$ cat config.mk
export PLATFORM = sky130hd
export DESIGN_NAME = dha_div
export DESIGN_NICKNAME = d
export VERILOG_FILES = /design/src/hdl/dha_pkg.sv /design/src/hdl/dha_div.sv
export SDC_FILE = /design/constraint.sdc
export NUM_CORES = 1
export LEC_CHECK = 0
export BUFFER_PORTS_ARGS = -buffer_cell sky130_fd_sc_hd__buf_2
export CAP_MARGIN = 20
export CORE_UTILIZATION = 35
export CTS_BUF_LIST = sky130_fd_sc_hd__clkbuf_2
export CTS_CLUSTER_SIZE = 14
export DETAILED_ROUTE_END_ITERATION = 10
export PLACE_DENSITY = 0.55
export SETUP_SLACK_MARGIN = 0.05
export SLEW_MARGIN = 5
export SYNTH_ARGS = -nofsm -noshare
export SYNTH_HDL_FRONTEND = slang
export SYNTH_SLANG_ARGS = --single-unit
$ cat constraint.sdc
create_clock -name i_clk -period 3.6 [get_ports i_clk]
set_input_delay 1.08 -clock i_clk [delete_from_list [all_inputs] [get_ports i_clk]]
set_output_delay 1.08 -clock i_clk [all_outputs]
set_load 0.005 [all_outputs]
$ cat src/hdl/dha_pkg.sv
`timescale 1ns / 1ps
`default_nettype none
// ----------------------------------------------------------------------------
// Detector hit aggregator package
// Shared constants and types of the hit aggregator.
// ----------------------------------------------------------------------------
package dha_pkg;

    localparam int MAX_HITS = 16;
    localparam int SUM_W = 36;
    localparam int POS_W = 20;
    localparam int CNT_W = 16;
    localparam int DIV_CNT_W = $clog2(SUM_W + 1);

    typedef struct packed {
        logic [15:0]             track;
        logic [7:0]              det;
        logic [15:0]             kind;
        logic [23:0]             energy;
        logic [23:0]             hit_time;
        logic signed [POS_W-1:0] px;
        logic signed [POS_W-1:0] py;
        logic signed [POS_W-1:0] pz;
    } t_step;

    typedef struct packed {
        logic [15:0]             track;
        logic [7:0]              det;
        logic [15:0]             kind;
        logic [31:0]             energy;
        logic [23:0]             hit_time;
        logic signed [SUM_W-1:0] sx;
        logic signed [SUM_W-1:0] sy;
        logic signed [SUM_W-1:0] sz;
        logic [CNT_W-1:0]        count;
    } t_entry;

endpackage
`default_nettype wire

$ cat src/hdl/dha_div.sv
`timescale 1ns / 1ps
`default_nettype none
// ----------------------------------------------------------------------------
// Hit aggregator divider
// Serial restoring divider, one quotient bit per cycle, truncating toward zero.
// ----------------------------------------------------------------------------
module dha_div (
    input  wire logic                       i_clk,
    input  wire logic                       i_rst_n,
    input  wire logic                       i_start,
    input  wire logic signed [dha_pkg::SUM_W-1:0] i_dividend,
    input  wire logic [dha_pkg::CNT_W-1:0]  i_divisor,
    output logic                            o_done,
    output logic [dha_pkg::POS_W-1:0]       o_quot
);
    import dha_pkg::*;

    logic [SUM_W-1:0]     r_quot;
    logic [CNT_W:0]       r_rem;
    logic [CNT_W-1:0]     r_div;
    logic                 r_neg;
    logic [DIV_CNT_W-1:0] r_cnt;
    logic                 r_busy;
    logic                 r_done;
    logic [CNT_W:0]       w_rem_sh;
    logic [CNT_W+1:0]     w_diff;
    logic [SUM_W-1:0]     w_signed;

    assign w_rem_sh = {r_rem[CNT_W-1:0], r_quot[SUM_W-1]};
    assign w_diff   = {1'b0, w_rem_sh} - {2'b00, r_div};
    assign w_signed = r_neg ? (~r_quot + 1'b1) : r_quot;

    always_ff @(posedge i_clk) begin
        if (i_start) begin
            r_neg  <= i_dividend[SUM_W-1];
            r_quot <= i_dividend[SUM_W-1] ? (~i_dividend + 1'b1) : i_dividend;
            r_rem  <= '0;
            r_div  <= i_divisor;
        end else if (r_busy) begin
            if (!w_diff[CNT_W+1]) begin
                r_rem  <= w_diff[CNT_W:0];
                r_quot <= {r_quot[SUM_W-2:0], 1'b1};
            end else begin
                r_rem  <= w_rem_sh;
                r_quot <= {r_quot[SUM_W-2:0], 1'b0};
            end
        end
        if (!i_rst_n) begin
            r_busy <= 1'b0;
            r_done <= 1'b0;
            r_cnt  <= '0;
        end else begin
            r_done <= 1'b0;
            if (i_start) begin
                r_busy <= 1'b1;
                r_cnt  <= DIV_CNT_W'(SUM_W - 1);
            end else if (r_busy) begin
                r_cnt <= r_cnt - 1'b1;
                if (r_cnt == '0) begin
                    r_busy <= 1'b0;
                    r_done <= 1'b1;
                end
            end
        end
    end

    assign o_done = r_done;
    assign o_quot = w_signed[POS_W-1:0];
endmodule
`default_nettype wire

==> Flow_metrics.wiki <==
{| class="wikitable"
! Metric !! Value
|-
| Endpoint, Worst Hold || r_rem[2]
|-
| Fin worst setup slack || -0.932 ns
|-
| Ratio of cells with drive above 1 in the final layout || 0.206
|-
| Final sum of negative setup slack || -6.41 ns
|-
| RSZ-0062 raised after global routing || true
|-
| Final worst-path cycle share || 1.26
|-
| Synthesized flop and latch total || 77
|-
| Number of cells traversed by the worst register-to-register path || 8
|-
| Number of global-route vias before repair || 4,216
|-
| Depth of the worst hold-timing path || 2
|-
| Start point of the worst hold path || r_rem[2]
|-
| Die height || 122 um
|-
| Number of synthesized flops with an enable pin || 53
|-
| Violations in the final reports || negative setup slack
|-
| Effective utilization at floorplan || 0.363
|-
| Element type at the critical path end || primary output
|-
| Async set-reset flop share out of synthesis || 0
|-
| Total inserted antenna cells || 0
|-
| Sequential standard cell area || approximately 0.0021 mm2
|-
| Clock tree from TritonCTS || done
|-
| Area of all placed cells without fillers || 0.00592 mm2
|-
| CTS H-tree lvls || 3
|-
| Count of nets after finishing || 713
|-
| Std cell rows || 43
|-
| # placed instances || between 800 and 900
|-
| Internal power consumption || between 1.5 and 2 mW
|-
| Io pins || 76
|-
| Final estimated routing congestion in global placement || 0.799
|-
| Fillers || 1,400
|-
| Critical path launch point type || flip-flop
|-
| IR drop worst, VDD || around 0.32 mV
|-
| Total global routing overflow || 0
|-
| Final wirelength || 12,100 um
|-
| Pwr Density || between 300 and 400 mW/mm2
|-
| Core Footprint || 0.0140 mm2
|-
| Run status || finished, violations left
|-
| Cell taking the most area after synthesis || sky130_fd_sc_hd__edfxtp_1
|-
| Buffer cell driving the clock tree root || sky130_fd_sc_hd__clkbuf_2
|-
| Post-Syn Area || a little over 0.005 mm2
|-
| Worst rel slew slack || 0.498
|-
| Slew of the pin with the lowest slew margin || about 0.75 ns
|-
| Setup slack, reg-to-reg || about 0.7 ns
|-
| Count of TritonRoute iterations in the first routing pass || 4
|-
| Most common cell after layout, fill and taps aside || sky130_fd_sc_hd__buf_2
|-
| Clk pwr share || 0.253
|-
| Wire length of the first global-routing pass || between 20,000 and 25,000 um
|-
| Largest cells by area after synthesis || sky130_fd_sc_hd__edfxtp_1, sky130_fd_sc_hd__dfxtp_1, sky130_fd_sc_hd__xor2_1
|-
| Area growth from synthesis to final layout || 16.7%
|-
| Leak || around 2.3 nW
|-
| TritonCTS Buffers || 9
|-
| Aggregate global-route resource usage || 0.172
|-
| Post-route ant nets || 0
|-
| Max-slew violation count || 0
|-
| Maximum clock skew at final layout || around 0.025 ns
|-
| Number of DRC markers after the initial detailed-route iteration || 285
|-
| Max Clock Freq || 221 MHz
|-
| Hold Buf Count CTS || 0
|-
| Worst hold-check path type || reg2reg
|-
| Remaining routing DRC violations || 0
|-
| Gate power share || 0.245
|-
| Most used cells in the layout excluding fill and tap cells || sky130_fd_sc_hd__buf_2, sky130_fd_sc_hd__nor2_1, sky130_fd_sc_hd__edfxtp_1
|-
| Number of cells in the finished layout apart from fillers || ~800
|-
| Hold_ws || between 0.5 and 0.6 ns
|-
| Half-perimeter wire length after placement || between 8000 and 9000 um
|-
| Required @ worst endpoint || ~2.5 ns
|-
| Most instantiated flip-flop cell in the synthesis netlist || sky130_fd_sc_hd__edfxtp_1
|-
| Nets in the synthesized netlist || roughly 630
|-
| Number of buffers inserted by port buffering || 75
|-
| Net switching share of the total power || 0.308
|-
| Yosys cell types || 57
|-
| MaxCap Viol Count || 0
|-
| Critical path type || reg2out
|-
| Max Root-Sink Buffers || 2
|-
| Placement-stage cell area || between 0.005 and 0.006 mm2
|-
| Die W || ~120 um
|-
| Sinks on Clock Net || a little under 80
|-
| Endpoints failing setup || 11
|-
| Insertion delay of the later-clocked pin in the worst-skew pair || ~0.56 ns
|-
| Via count || roughly 4,400
|-
| Mean instance size in the synthesized netlist || 9.09 um2
|-
| Fraction of synthesized cell area taken by the top area cell type || 0.314
|-
| Initial antenna violation count || 0
|-
| Psw || roughly 0.67 mW
|-
| Floorplan die area || about 0.015 mm2
|-
| Average via count per standard cell || 5.33
|-
| CP max FO || 3
|-
| Arr. time, crit path || between 3 and 4 ns
|-
| Final Hold Violating Endpoints || 0
|-
| Syn. warnings || 0
|-
| Tmin final || between 4 and 5 ns
|-
| Part of the Yosys area used for sequential elements || 0.409
|-
| Launching point of the worst reg2reg path || r_div[1]
|-
| Total area of multi-input combinational cells || around 0.0028 mm2
|-
| Instance count of the mapped netlist || ~560
|-
| Clock Pin Slew Worst Setup and Hold Paths || around 0.22 ns
|-
| R2R Path End || r_rem[5]
|-
| Sequential fraction of design power || 0.502
|-
| Average routed wire per standard cell || 14.7 um
|-
| Maximum number of pins on one net before global-route repair || 103
|}
[worst max-delay path, cell delays in order, from the launching register on]
cell	delay [ns]
sky130_fd_sc_hd__edfxtp_1	0.46
sky130_fd_sc_hd__inv_1	0.08
sky130_fd_sc_hd__ha_1	0.16
sky130_fd_sc_hd__or3b_4	0.39
sky130_fd_sc_hd__or4_4	0.49
sky130_fd_sc_hd__or4_4	0.44
sky130_fd_sc_hd__or4_4	0.46
sky130_fd_sc_hd__o21ai_2	0.15
sky130_fd_sc_hd__xnor2_1	0.13
sky130_fd_sc_hd__buf_2	0.14
[layout make-up]
type	instances	area share
Inverter	31	0.0197
Sequential cell	77	0.350
Clock buffer	10	0.00846
Timing Repair Buffer	98	0.0952
Multi-Input combinational cell	420	0.474
Tap cell	180	0.0381
Clock inverter	6	0.0144
[per-layer routing]
metal / GRT usage / up-vias / part of all wire
met5: 0 / - / 0
met4: 0.0541 / 0 / 0.013
met3: 0.0353 / 14 / 0.038
met2: 0.281 / 74 / 0.47
met1: 0.226 / 2082 / 0.48
li1: - / 2213 / -
[sequential cells by signal, summed over array words and instances (netlist names)]
signal / flops
r_busy: 1
r_div: 16
r_rem: 16
r_neg: 1
r_cnt: 6
o_done: 1
r_quot: 36
[repair_timing]
action,CTS,global route
setup buffers,1,1
cloned,0,0
pin swaps,1,2
endpoints found under the setup margin,13,13
resized for setup,7,2
[cell usage after synthesis, types with 4 or more instances]
| master | instances |
|---|---|
| sky130_fd_sc_hd__nand2_1 | 37 |
| sky130_fd_sc_hd__o211ai_1 | 4 |
| sky130_fd_sc_hd__a21oi_1 | 52 |
| sky130_fd_sc_hd__o41ai_1 | 6 |
| sky130_fd_sc_hd__nand3_1 | 11 |
| sky130_fd_sc_hd__xnor2_1 | 27 |
| sky130_fd_sc_hd__o31ai_1 | 15 |
| sky130_fd_sc_hd__o2111ai_1 | 5 |
| sky130_fd_sc_hd__ha_1 | 20 |
| sky130_fd_sc_hd__inv_1 | 31 |
| sky130_fd_sc_hd__a21o_1 | 6 |
| sky130_fd_sc_hd__nor2_1 | 63 |
| sky130_fd_sc_hd__o21a_1 | 8 |
| sky130_fd_sc_hd__dfxtp_1 | 24 |
| sky130_fd_sc_hd__a311oi_1 | 5 |
| sky130_fd_sc_hd__clkbuf_1 | 27 |
| sky130_fd_sc_hd__o21ai_0 | 28 |
| sky130_fd_sc_hd__or4_1 | 12 |
| sky130_fd_sc_hd__nor4_1 | 9 |
| sky130_fd_sc_hd__nor3_1 | 9 |
| sky130_fd_sc_hd__or3_1 | 6 |
| sky130_fd_sc_hd__edfxtp_1 | 53 |
| sky130_fd_sc_hd__xor2_1 | 37 |
| sky130_fd_sc_hd__nand4_1 | 9 |
[worst max-delay path by stage]
stage                    from         end  slack (ns)  cells past startpoint
finish              r_quot[0]  o_quot[18]       -0.93                      9
global route        r_quot[0]  o_quot[18]       -1.09                      9
CTS                 r_quot[0]  o_quot[18]       -0.98                      9
detailed placement  r_quot[0]  o_quot[16]       -0.33                      9
global placement    r_quot[0]  o_quot[18]       -0.29                      9
floorplan           r_quot[0]  o_quot[17]       -0.09                      6
[power groups by stage]
stage | clock network (mW) | logic (mW) | registers [mW]
6_report | 0.553 | 0.537 | 1.10
3_3_place_gp | 0 | 0.522 | 1.11
2_1_floorplan | 0 | 0.354 | 1.10
5_1_grt | 0.616 | 0.607 | 1.11
3_5_place_dp | 0 | 0.531 | 1.12
4_1_cts | 0.579 | 0.537 | 1.10
[through the flow]
step | util | worst slack [ns] | power [mW]
after floorplan | - | -0.0881 | 1.46
after global placement | 0.410 | -0.291 | 1.63
after detailed placement | 0.410 | -0.326 | 1.65
after CTS | 0.422 | -0.979 | 2.21
after global routing | 0.423 | -1.09 | 2.33
final | 0.423 | -0.932 | 2.19
[cells by family (layout without fill, tap and decap cells)]
family	Yosys count	count (layout)	synth area share
AO/OA/AOI/OAI	153	153	0.201
XOR/XNOR	64	64	0.111
adder cells (fa/ha/maj)	21	21	0.0533
buffers and inverters	61	145	0.0459
flip-flops	77	77	0.409
multiplexers	3	3	0.00617
AND/OR/NAND/NOR	179	179	0.175
Note: power is estimated with default switching activity, not from simulation.
