`config.mk`:
```
export PLATFORM = sky130hd
export DESIGN_NAME = dha_cell
export DESIGN_NICKNAME = d
export VERILOG_FILES = /design/src/hdl/dha_pkg.sv /design/src/hdl/dha_cell.sv
export SDC_FILE = /design/constraint.sdc
export NUM_CORES = 1
export LEC_CHECK = 0
export BUFFER_PORTS_ARGS = -buffer_cell sky130_fd_sc_hd__buf_2
export CAP_MARGIN = 10
export CORE_MARGIN = 1.5
export CORE_UTILIZATION = 35
export CTS_CLUSTER_SIZE = 16
export DETAILED_ROUTE_END_ITERATION = 6
export PLACE_DENSITY = 0.59
export SKIP_CTS_REPAIR_TIMING = 1
export SLEW_MARGIN = 40
export SYNTH_ARGS = -nofsm -noshare
export SYNTH_HDL_FRONTEND = slang
export SYNTH_SLANG_ARGS = --single-unit
```
`constraint.sdc`:
```
create_clock -name i_clk -period 31.6 [get_ports i_clk]
set_input_delay 6.32 -clock i_clk [delete_from_list [all_inputs] [get_ports i_clk]]
set_output_delay 6.32 -clock i_clk [all_outputs]
set_load 0.005 [all_outputs]
```
`src/hdl/dha_pkg.sv`:
```
`timescale 1ns / 1ps
`default_nettype none
// ----------------------------------------------------------------------------
// Detector hit aggregator package
// Shared constants and types of the hit aggregator.
// ----------------------------------------------------------------------------
package dha_pkg;

    localparam int MAX_HITS = 16;
    localparam int SUM_W = 36;
    localparam int POS_W = 20;
    localparam int CNT_W = 16;
    localparam int DIV_CNT_W = $clog2(SUM_W + 1);

    typedef struct packed {
        logic [15:0]             track;
        logic [7:0]              det;
        logic [15:0]             kind;
        logic [23:0]             energy;
        logic [23:0]             hit_time;
        logic signed [POS_W-1:0] px;
        logic signed [POS_W-1:0] py;
        logic signed [POS_W-1:0] pz;
    } t_step;

    typedef struct packed {
        logic [15:0]             track;
        logic [7:0]              det;
        logic [15:0]             kind;
        logic [31:0]             energy;
        logic [23:0]             hit_time;
        logic signed [SUM_W-1:0] sx;
        logic signed [SUM_W-1:0] sy;
        logic signed [SUM_W-1:0] sz;
        logic [CNT_W-1:0]        count;
    } t_entry;

endpackage
`default_nettype wire

```
`src/hdl/dha_cell.sv`:
```
`timescale 1ns / 1ps
`default_nettype none
// ----------------------------------------------------------------------------
// Hit aggregator cell
// Holds one table entry, merges matching steps, takes a new key when it is the
// first free cell and no cell matches, and shifts toward the head.
module dha_cell (
    input  wire logic           i_clk,
    input  wire logic           i_rst_n,
    input  wire dha_pkg::t_step i_step,
    input  wire logic           i_step_en,
    input  wire logic           i_any_match,
    input  wire logic           i_prev_valid,
    input  wire logic           i_shift,
    input  wire dha_pkg::t_entry i_next,
    input  wire logic           i_next_valid,
    output dha_pkg::t_entry     o_entry,
    output logic                o_valid,
    output logic                o_match
);
    import dha_pkg::*;

    t_entry      r_entry;
    t_entry      n_entry;
    logic        r_valid;
    logic        n_valid;
    logic [32:0] w_esum;

    assign o_match = r_valid && (r_entry.track == i_step.track) && (r_entry.det == i_step.det);
    assign w_esum  = {1'b0, r_entry.energy} + {9'd0, i_step.energy};

    always_comb begin
        n_entry = r_entry;
        n_valid = r_valid;
        if (i_shift) begin
            n_entry = i_next;
            n_valid = i_next_valid;
        end else if (i_step_en && o_match) begin
            n_entry.energy = w_esum[32] ? 32'hFFFF_FFFF : w_esum[31:0];
            if (i_step.hit_time < r_entry.hit_time) begin
                n_entry.hit_time = i_step.hit_time;
            end
            if (r_entry.count != {CNT_W{1'b1}}) begin
                n_entry.count = r_entry.count + 1'b1;
                n_entry.sx = r_entry.sx + SUM_W'(i_step.px);
                n_entry.sy = r_entry.sy + SUM_W'(i_step.py);
                n_entry.sz = r_entry.sz + SUM_W'(i_step.pz);
            end
        end else if (i_step_en && !i_any_match && i_prev_valid && !r_valid) begin
            n_valid = 1'b1;
            n_entry.track = i_step.track;
            n_entry.det = i_step.det;
            n_entry.kind = i_step.kind;
            n_entry.energy = {8'd0, i_step.energy};
            n_entry.hit_time = i_step.hit_time;
            n_entry.sx = SUM_W'(i_step.px);
            n_entry.sy = SUM_W'(i_step.py);
            n_entry.sz = SUM_W'(i_step.pz);
            n_entry.count = CNT_W'(1);
        end
    end

    always_ff @(posedge i_clk) begin
        r_entry <= n_entry;
        if (!i_rst_n) begin
            r_valid <= 1'b0;
        end else begin
            r_valid <= n_valid;
        end
    end

    assign o_entry = r_entry;
    assign o_valid = r_valid;
endmodule
`default_nettype wire

```
==> run_results.csv, run 1 <==
group,metric,value,unit
cells_and_area,final_util,44.4,%
sta,max_slew_margin,50.2,%
floorplanning,core-area,0.0512,sq mm
drt,wire_per_inst,20.9,microns
drt,wl_met1,27.3,mm
sta,rsz0062_at_grt,"false",
logic_synthesis,yosysWarnings,0,
logic_synthesis,ys_types,81,
hold_path,hold_path_class,"register to register",
grt,grt_pass1_vias,17000,
sta,layout_setup_ws,17.36,ns
drt,met2_length,33.5,mm
floorplanning,initial_utilization,35.3,%
power,vdd_drop_max,0.0000416,V
floorplanning,dieHeight,230,microns
drt,drc,0,
logic_synthesis,yosys.area.top_type,"edfxtp_1",
drt,drtIter0Drc,1172,
sta,post-route-min-period,14.24,ns
clock_network,clock_path_buffers,3,
clock_network,insertion_delay,0.57,ns
setup_path,end_kind,"output pin",
clock_network,cts_sinks,221,
drt,wl_met3,4.67,mm
logic_synthesis,synthCells,1958,
power,p_per_area,44.6,mW/mm^2
grt,antenna_found_initial,19,
floorplanning,ios,597,
logic_synthesis,synth_edf_count,220,
clock_network,h-tree-depth,1,
drt,wl,67.1,mm
sta,setup_tns,0,ns
logic_synthesis,synth_top_area_share,36.6,%
clock_network,clk_pin_slew,0.06,ns
sta,period_share,45.1,%
logic_synthesis,syn_area_per_cell,9.23,sq um
clock_network,cts_tree,"yes",
cells_and_area,syn_to_final_growth,25.7,%
floorplanning,fp.dieW,230,microns
cells_and_area,regArea,0.00663,sq mm
grt,grt_pass1_wl,99.5,mm
logic_synthesis,ys_seq_area_share,36.7,%
floorplanning,dieArea,0.0530,sq mm
status,status,"completed",
drt,vias_per_cell,5.50,
grt,grt_max_degree,113,
drt,drt-pass1-iter-count,5,
sta,finalSetupViolCount,0,
cells_and_area,multi_input_area,0.0109,sq mm
logic_synthesis,synthArstFlopShare,0,%
sta,max_freq,0.0702,GHz
cells_and_area,fill_cells,5074,
power,p_total,1.01,mW
sta,tightest_slew,0.741,ns
grt,track_usage,24.1,%
logic_synthesis,synthFlopType,"edfxtp_1",
setup_path,path_class,"primary input to output pin",
placed_design,place_area,0.0217,sq mm
setup_path,start_kind,"primary input",
logic_synthesis,synth_area_leaders,"edfxtp_1, ha_1, a21oi_1",
drt,top_layer,"met5",
placed_design,numPortBuffers,596,
flow_run,drv_cap,0,
sta,hold_viol,0,
cells_and_area,finalInstanceArea,0.0227,sq mm
cells_and_area,finalNetCount,3036,
drt,dr_total_vias,17700,
sta,skew,0.0126,ns
setup_path,crit_required,25.28,ns
logic_synthesis,syn-cell-area,0.0181,sq mm
clock_network,cts_root_buffer,"clkbuf_16",
setup_path,crit_fanout,2,
power,p_leak,10.1,nW
placed_design,hpwl,53.0,mm
logic_synthesis,yosysMostFrequentCell,"edfxtp_1",
logic_synthesis,ys_top_cells_by_count,"edfxtp_1, nand2_1, a21oi_1",
logic_synthesis,yosys_register_bits,221,
placed_design,gp_congestion,0.918,
clock_network,numCtsBuffers,28,
cells_and_area,drive_above_1_share,29.5,%
drt,detail-route-antenna-nets,0,
grt,grt_overflow,0,
sta,slew_violations,0,
logic_synthesis,syn-num-nets,2490,
setup_path,arrival,7.92,ns
placed_design,dpl_worst_slack,17.31,ns
floorplanning,rows,83,
-- final cells by class --
type / count / share of cell area, %
multi-input cells: 1585 / 48.0
flip-flops and latches: 221 / 29.2
repair buffers: 608 / 13.7
well taps: 680 / 3.74
clock buffers: 33 / 3.26
clock inverters: 19 / 1.08
inverters: 60 / 0.991
diodes: 8 / 0.0881
-- metrics by stage --
stage                     hold slack, ns  instances
after floorplan                    0.551       1958
after global routing               0.661       3212
after CTS                          0.649       3206
after detailed placement           0.641       3154
final                              0.634       3214
after global placement             0.627       3154
-- state kept, by name (all words and copies together), names as in the netlist --
signal,flops
o_entry,220
o_valid,1
-- power breakdown --
group / leakage (nW) / internal [mW] / switching [mW]
clock: 0.483 / 0.215 / 0.136
combinational: 7.38 / 0.128 / 0.166
sequential: 2.20 / 0.352 / 0.0166
-- layer usage --
metal | vias to the layer above | GRT usage (%)
met4 | 16 | 5.19
met5 | - | 0
met2 | 646 | 43.6
met1 | 8430 | 29.2
li1 | 8482 | -
met3 | 90 | 4.92
-- critical path: stages --
cell	delay, ns
buf_2	0.11
xnor2_1	0.25
nand4_1	0.13
nor3_1	0.23
nand3_1	0.10
nor4_1	0.56
buf_2	0.22
-- layout by cell type (no fill, tap or decap), types with 8 or more instances in the layout --
master / count
buf_2: 595
edfxtp_1: 220
nand2_1: 217
a21oi_1: 202
o21ai_0: 181
ha_1: 153
nor2_1: 99
xnor2_1: 76
mux2_2: 72
a21o_1: 70
xor2_1: 61
inv_1: 59
nand3_1: 48
clkbuf_16: 29
and3_1: 27
o22ai_1: 24
o21bai_1: 21
nand4_1: 20
nor3_1: 20
o21a_1: 20
mux2i_1: 19
o31ai_1: 18
nor2b_1: 17
nand2b_1: 17
a211oi_1: 16
a31oi_1: 16
o211ai_1: 14
and2_1: 13
nor4_1: 12
or3_1: 9
a211o_1: 9
diode_2: 8
-- logic make-up after synthesis --
family,count (synthesis),share of synthesized area (%)
buf+inv,152,3.26
compound gates,665,22.8
fa+ha+maj,157,11.0
simple gates,535,14.1
flops,221,36.7
xor+xnor,137,6.64
mux,91,5.54
-- path summary, 6_finish.rpt --
kind                                         endpoint                    from  slack (ns)  cells past startpoint
worst min-delay path             o_valid$_SDFFE_PN0P_    o_valid$_SDFFE_PN0P_        0.63                      1
worst max-delay path                          o_match             i_step[136]       17.36                      7
worst min register to register   o_valid$_SDFFE_PN0P_    o_valid$_SDFFE_PN0P_        0.63                      1
worst max register to register  o_entry[89]$_DFFE_PP_  o_entry[216]$_DFFE_PP_       27.25                     10
No activity file was read; power rests on OpenSTA's default activity.
==> inputs of run 2 (changes only) <==
--- a/config.mk
+++ b/config.mk
@@ -5,13 +5,14 @@
 export SDC_FILE = /design/constraint.sdc
 export NUM_CORES = 1
 export LEC_CHECK = 0
+export ABC_AREA = 1
 export BUFFER_PORTS_ARGS = -buffer_cell sky130_fd_sc_hd__buf_2
 export CAP_MARGIN = 10
 export CORE_MARGIN = 1.5
 export CORE_UTILIZATION = 35
 export CTS_CLUSTER_SIZE = 16
 export DETAILED_ROUTE_END_ITERATION = 6
-export PLACE_DENSITY = 0.59
+export PLACE_DENSITY = 0.57
 export SKIP_CTS_REPAIR_TIMING = 1
 export SLEW_MARGIN = 40
 export SYNTH_ARGS = -nofsm -noshare
==> constraint.sdc (replaced) <==
create_clock -name i_clk -period 13.4 [get_ports i_clk]
set_input_delay 2.68 -clock i_clk [delete_from_list [all_inputs] [get_ports i_clk]]
set_output_delay 2.68 -clock i_clk [all_outputs]
set_load 0.005 [all_outputs]
==> run 2 against run 1 <==
  * Core utilization down 1.1 points
  * Register-to-register slack worse by 18 ns
  * Area after synthesis up 22%
  * Via count up 35%
  * Die area up 21%
  * Combinational power rose to 2.9 times the previous value
  * Routed wire length up 31%
  * First-iteration DRC count up 29%
==> run_results.csv, run 2 <==
group,metric,value,unit
setup_path,end_kind,"output pin",
grt,grt_max_degree,108,
power,p_per_area,94.2,mW/mm^2
sta,skew,0.0384,ns
logic_synthesis,synth_area_leaders,"edfxtp_1, nand2_1, inv_1",
placed_design,place_inst,4940,
grt,antenna_found_initial,17,
drt,dr_total_vias,23900,
drt,drtIter0Drc,1515,
logic_synthesis,ys_seq_area_share,30.1,%
setup_path,path_class,"primary input to output pin",
placed_design,hpwl,72.6,mm
cells_and_area,finalNetCount,4667,
drt,detail-route-antenna-nets,0,
sta,layout_setup_ws,6.96,ns
sta,period_share,48.1,%
logic_synthesis,synthArstFlopShare,0,%
sta,tightest_slew,0.753,ns
logic_synthesis,synth_top_area_share,30.0,%
hold_path,hold_path_class,"register to register",
grt,track_usage,26.4,%
clock_network,cts_sinks,221,
floorplanning,core-area,0.0619,sq mm
drt,vias_per_cell,4.78,
sta,post-route-min-period,6.44,ns
floorplanning,ios,597,
setup_path,crit_required,10.72,ns
cells_and_area,syn_to_final_growth,21.9,%
logic_synthesis,yosysWarnings,0,
clock_network,clock_path_buffers,3,
drt,drc,0,
cells_and_area,multi_input_area,0.0129,sq mm
setup_path,start_kind,"primary input",
logic_synthesis,yosys.area.top_type,"edfxtp_1",
clock_network,numCtsBuffers,30,
logic_synthesis,ys_types,35,
sta,rsz0062_at_grt,"false",
drt,drt-pass1-iter-count,5,
setup_path,crit_fanout,2,
sta,hold_viol,0,
floorplanning,dieArea,0.0644,sq mm
setup_path,arrival,3.76,ns
status,status,"completed",
grt,grt_pass1_wl,131,mm
logic_synthesis,synthCells,3562,
cells_and_area,layout_commonest_cell,"nand2_1",
clock_network,cts_root_buffer,"clkbuf_16",
flow_run,drv_cap,0,
clock_network,clk_pin_slew,0.06,ns
logic_synthesis,synth_edf_count,220,
sta,slew_violations,0,
power,vdd_drop_max,0.0000868,V
grt,grt_pass1_vias,22900,
floorplanning,initial_utilization,35.5,%
logic_synthesis,yosys_register_bits,221,
power,p_leak,15.2,nW
sta,finalSetupViolCount,0,
sta,max_freq,0.155,GHz
power,p_total,2.53,mW
clock_network,insertion_delay,0.61,ns
clock_network,h-tree-depth,1,
drt,wire_per_inst,17.5,microns
cells_and_area,finalInstanceArea,0.0268,sq mm
placed_design,dpl_worst_slack,6.54,ns
cells_and_area,largest_reg_flops,220,
cells_and_area,regArea,0.00663,sq mm
logic_synthesis,syn-cell-area,0.0220,sq mm
sta,whs,0.695,ns
sta,max_slew_margin,49.7,%
grt,grt_overflow,0,
logic_synthesis,syn_area_per_cell,6.18,sq um
placed_design,place_area,0.0258,sq mm
placed_design,numPortBuffers,596,
clock_network,cts_tree,"yes",
floorplanning,rows,91,
drt,wl,87.7,mm
logic_synthesis,ys_top_cells_by_count,"nand2_1, inv_1, nand3_1",
logic_synthesis,syn-num-nets,4094,
cells_and_area,fill_cells,6852,
cells_and_area,mostFrequentLayoutCells,"nand2_1, buf_2, inv_1",
logic_synthesis,yosysMostFrequentCell,"nand2_1",
floorplanning,dieHeight,254,microns
cells_and_area,stdcell_count,5003,
logic_synthesis,synthFlopType,"edfxtp_1",
floorplanning,fp.dieW,254,microns
placed_design,gp_congestion,0.957,
cells_and_area,drive_above_1_share,16.1,%
cells_and_area,final_util,43.3,%
sta,setup_tns,0,ns
[run 2: cell types whose count changed after synthesis, moves of 27 or more]
cell / previous run / this run
xnor2_1: 76 / 22
and3_1: 27 / 0
nand3_1: 49 / 354
mux2_2: 72 / 0
nor2_1: 100 / 231
inv_1: 60 / 587
nand2_1: 218 / 1578
clkbuf_1: 80 / 33
o21ai_0: 182 / 72
a21oi_1: 202 / 99
a21o_1: 70 / 5
[run 2: final timing paths]
check	start	end	slack, ns	cells past startpoint
worst max register to register	o_valid$_SDFFE_PN0P_	o_entry[79]$_DFFE_PP_	8.84	13
worst min register to register	o_entry[88]$_DFFE_PP_	o_entry[88]$_DFFE_PP_	0.70	3
worst min-delay path	o_entry[88]$_DFFE_PP_	o_entry[88]$_DFFE_PP_	0.70	3
worst max-delay path	i_step[124]	o_match	6.96	7
[run 2: kinds of logic (layout without fill, tap and decap cells)]
kind of cell	after synthesis	count (layout)	share of synthesized area (%)
compound gates	191	191	4.57
xor+xnor	75	75	2.99
fa+ha+maj	157	157	9.06
buf+inv	656	1253	11.5
flops	221	221	30.1
other cells	0	7	0
simple gates	2262	2262	41.7
[run 2: routing by layer]
layer | wire length (microns) | global-route usage [%] | share of wire [%] | vias up
met3 | 5170 | 4.56 | 5.9 | 143
met2 | 42400 | 47.1 | 48 | 685
met5 | 134 | 0 | 0.15 | -
li1 | - | - | - | 12300
met1 | 37100 | 32.2 | 42 | 10700
met4 | 2920 | 7.84 | 3.3 | 20
[run 2: area by class of cell]
type	instances	share of cell area [%]
diodes	7	0.0653
clock buffers	44	3.18
clock inverters	12	0.448
inverters	589	8.26
multi-input cells	2685	47.9
flip-flops and latches	221	24.7
well taps	837	3.90
repair buffers	608	11.5
[run 2: where the power goes]
part | total, mW | internal, mW | switching, mW
logic | 0.836 | 0.300 | 0.536
clock network | 0.814 | 0.476 | 0.338
registers | 0.877 | 0.830 | 0.0467
[run 2: critical path, stage by stage]
cell	delay (ns)
buf_2	0.11
xnor2_1	0.28
nand2_1	0.10
nor2_1	0.12
nand3_1	0.09
nor2_1	0.20
buf_2	0.18
==> inputs of run 3 (changes only) <==
--- a/config.mk
+++ b/config.mk
@@ -5,14 +5,14 @@
 export SDC_FILE = /design/constraint.sdc
 export NUM_CORES = 1
 export LEC_CHECK = 0
-export ABC_AREA = 1
+export ABC_AREA = 0
 export BUFFER_PORTS_ARGS = -buffer_cell sky130_fd_sc_hd__buf_2
 export CAP_MARGIN = 10
 export CORE_MARGIN = 1.5
 export CORE_UTILIZATION = 35
 export CTS_CLUSTER_SIZE = 16
 export DETAILED_ROUTE_END_ITERATION = 6
-export PLACE_DENSITY = 0.57
+export PLACE_DENSITY = 0.59
 export SKIP_CTS_REPAIR_TIMING = 1
 export SLEW_MARGIN = 40
 export SYNTH_ARGS = -nofsm -noshare
==> constraint.sdc (replaced) <==
create_clock -name i_clk -period 6.2 [get_ports i_clk]
set_input_delay 1.24 -clock i_clk [delete_from_list [all_inputs] [get_ports i_clk]]
set_output_delay 1.24 -clock i_clk [all_outputs]
set_load 0.005 [all_outputs]
==> run 3 against run 2 <==
  * Core utilization up 0.99 points
  * Clock skew is 0.028 ns lower
  * Global-route usage decreased by 1.7 points
  * Final cell count decreased by 36%
  * Sequential share of layout area is 4.5 points higher
  * Critical endpoint is now o_entry[149]$_DFFE_PP_
  * Non-clock buffer count is 4 higher
  * Sequential cell count unchanged
  * Largest cell class unchanged
  * Power grew 99%
==> run_results.csv, run 3 (synthesis results as in run 1) <==
group,metric,value,unit
cells_and_area,mostFrequentLayoutCells,"buf_2, edfxtp_1, nand2_1",
floorplanning,core-area,0.0512,sq mm
floorplanning,dieArea,0.0530,sq mm
placed_design,dpl_worst_slack,1.47,ns
setup_path,end_kind,"register",
sta,slew_violations,0,
drt,wire_per_inst,21.3,microns
clock_network,cts_root_buffer,"clkbuf_16",
clock_network,h-tree-depth,1,
clock_network,insertion_delay,0.57,ns
drt,drc,0,
floorplanning,fp.dieW,230,microns
cells_and_area,finalNetCount,3040,
drt,drt-pass1-iter-count,5,
sta,setup_tns,0,ns
setup_path,arrival,4.43,ns
sta,whs,0.609,ns
cells_and_area,syn_to_final_growth,25.5,%
floorplanning,dieHeight,230,microns
placed_design,numPortBuffers,596,
cells_and_area,layout_commonest_cell,"buf_2",
sta,period_share,66.9,%
sta,max_freq,0.241,GHz
grt,grt_max_degree,101,
clock_network,clock_path_buffers,3,
placed_design,gp_congestion,0.952,
status,status,"completed",
grt,track_usage,24.7,%
cells_and_area,largest_reg_flops,220,
drt,vias_per_cell,5.47,
floorplanning,ios,597,
clock_network,numCtsBuffers,28,
clock_network,cts_sinks,221,
grt,antenna_found_initial,21,
power,p_leak,10.0,nW
drt,drtIter0Drc,1160,
sta,max_slew_margin,44.1,%
floorplanning,rows,83,
setup_path,crit_required,6.48,ns
clock_network,clk_pin_slew,0.06,ns
setup_path,crit_fanout,16,
sta,layout_setup_ws,2.05,ns
setup_path,start_kind,"primary input",
hold_path,hold_path_class,"register to register",
cells_and_area,drive_above_1_share,29.5,%
setup_path,path_class,"primary input to register",
power,p_per_area,222,mW/mm^2
sta,hold_viol,0,
sta,finalSetupViolCount,0,
drt,dr_total_vias,17600,
floorplanning,initial_utilization,35.3,%
grt,grt_overflow,0,
sta,rsz0062_at_grt,"false",
drt,detail-route-antenna-nets,0,
sta,post-route-min-period,4.15,ns
flow_run,drv_cap,0,
power,vdd_drop_max,0.000257,V
placed_design,hpwl,54.6,mm
grt,grt_pass1_wl,101,mm
cells_and_area,stdcell_count,3223,
placed_design,place_inst,3158,
drt,wl,68.5,mm
clock_network,cts_tree,"yes",
grt,grt_pass1_vias,17300,
setup_path,r2r_slack,2.39,ns
sta,skew,0.0105,ns
sta,tightest_slew,0.838,ns
-- run 3: power breakdown --
part | internal [mW] | switching [mW] | total, mW | leakage (nW)
Clock | 0.975 | 0.683 | 1.66 | 0.435
Sequential | 1.79 | 0.0853 | 1.88 | 2.20
Combinational | 0.654 | 0.845 | 1.50 | 7.41
Total | 3.42 | 1.61 | 5.04 | 10.0
-- run 3: layout make-up --
class / instances / area (sq um)
Clock inverter: 15 / 148
Tap cell: 680 / 851
Clock buffer: 37 / 756
Fill cell: 5121 / 28500
Antenna cell: 13 / 32.5
Inverter: 60 / 225
Sequential cell: 221 / 6630
Timing Repair Buffer: 612 / 3160
Multi-Input combinational cell: 1585 / 10900
-- run 3: worst max-delay path, cell delays in order --
cell	delay [ns]
buf_2	0.11
ha_1	0.22
fa_1	0.41
a21o_1	0.19
a21oi_1	0.22
o21bai_1	0.14
a31o_2	0.26
a21oi_1	0.34
o211a_1	0.44
o21ai_1	0.28
buf_4	0.31
o22ai_1	0.15
o21ai_0	0.12
-- run 3: stage by stage --
stage	utilization, %	cell area (sq um)	power (mW)
after global routing	44.3	22700	5.29
after CTS	44.2	22600	5.08
after floorplan	-	18100	2.84
final	44.3	22700	5.04
after global placement	42.5	21700	3.38
after detailed placement	42.5	21700	3.40
-- run 3: final timing paths --
| path | start | to | depth (start not counted) |
|---|---|---|---|
| worst min-delay path | o_valid$_SDFFE_PN0P_ | o_valid$_SDFFE_PN0P_ | 1 |
| worst max register to register | o_entry[148]$_DFFE_PP_ | o_entry[149]$_DFFE_PP_ | 12 |
| worst max-delay path | i_step[84] | o_entry[149]$_DFFE_PP_ | 13 |
| worst min register to register | o_valid$_SDFFE_PN0P_ | o_valid$_SDFFE_PN0P_ | 1 |
-- run 3: metal layers --
layer / track usage (%) / routed length [microns] / vias to the layer above
met1: 29.6 / 27400 / 8372
met2: 43.0 / 33300 / 637
met4: 11.2 / 3300 / 10
met5: 0 / 58 / -
met3: 4.35 / 4430 / 121
li1: - / - / 8502
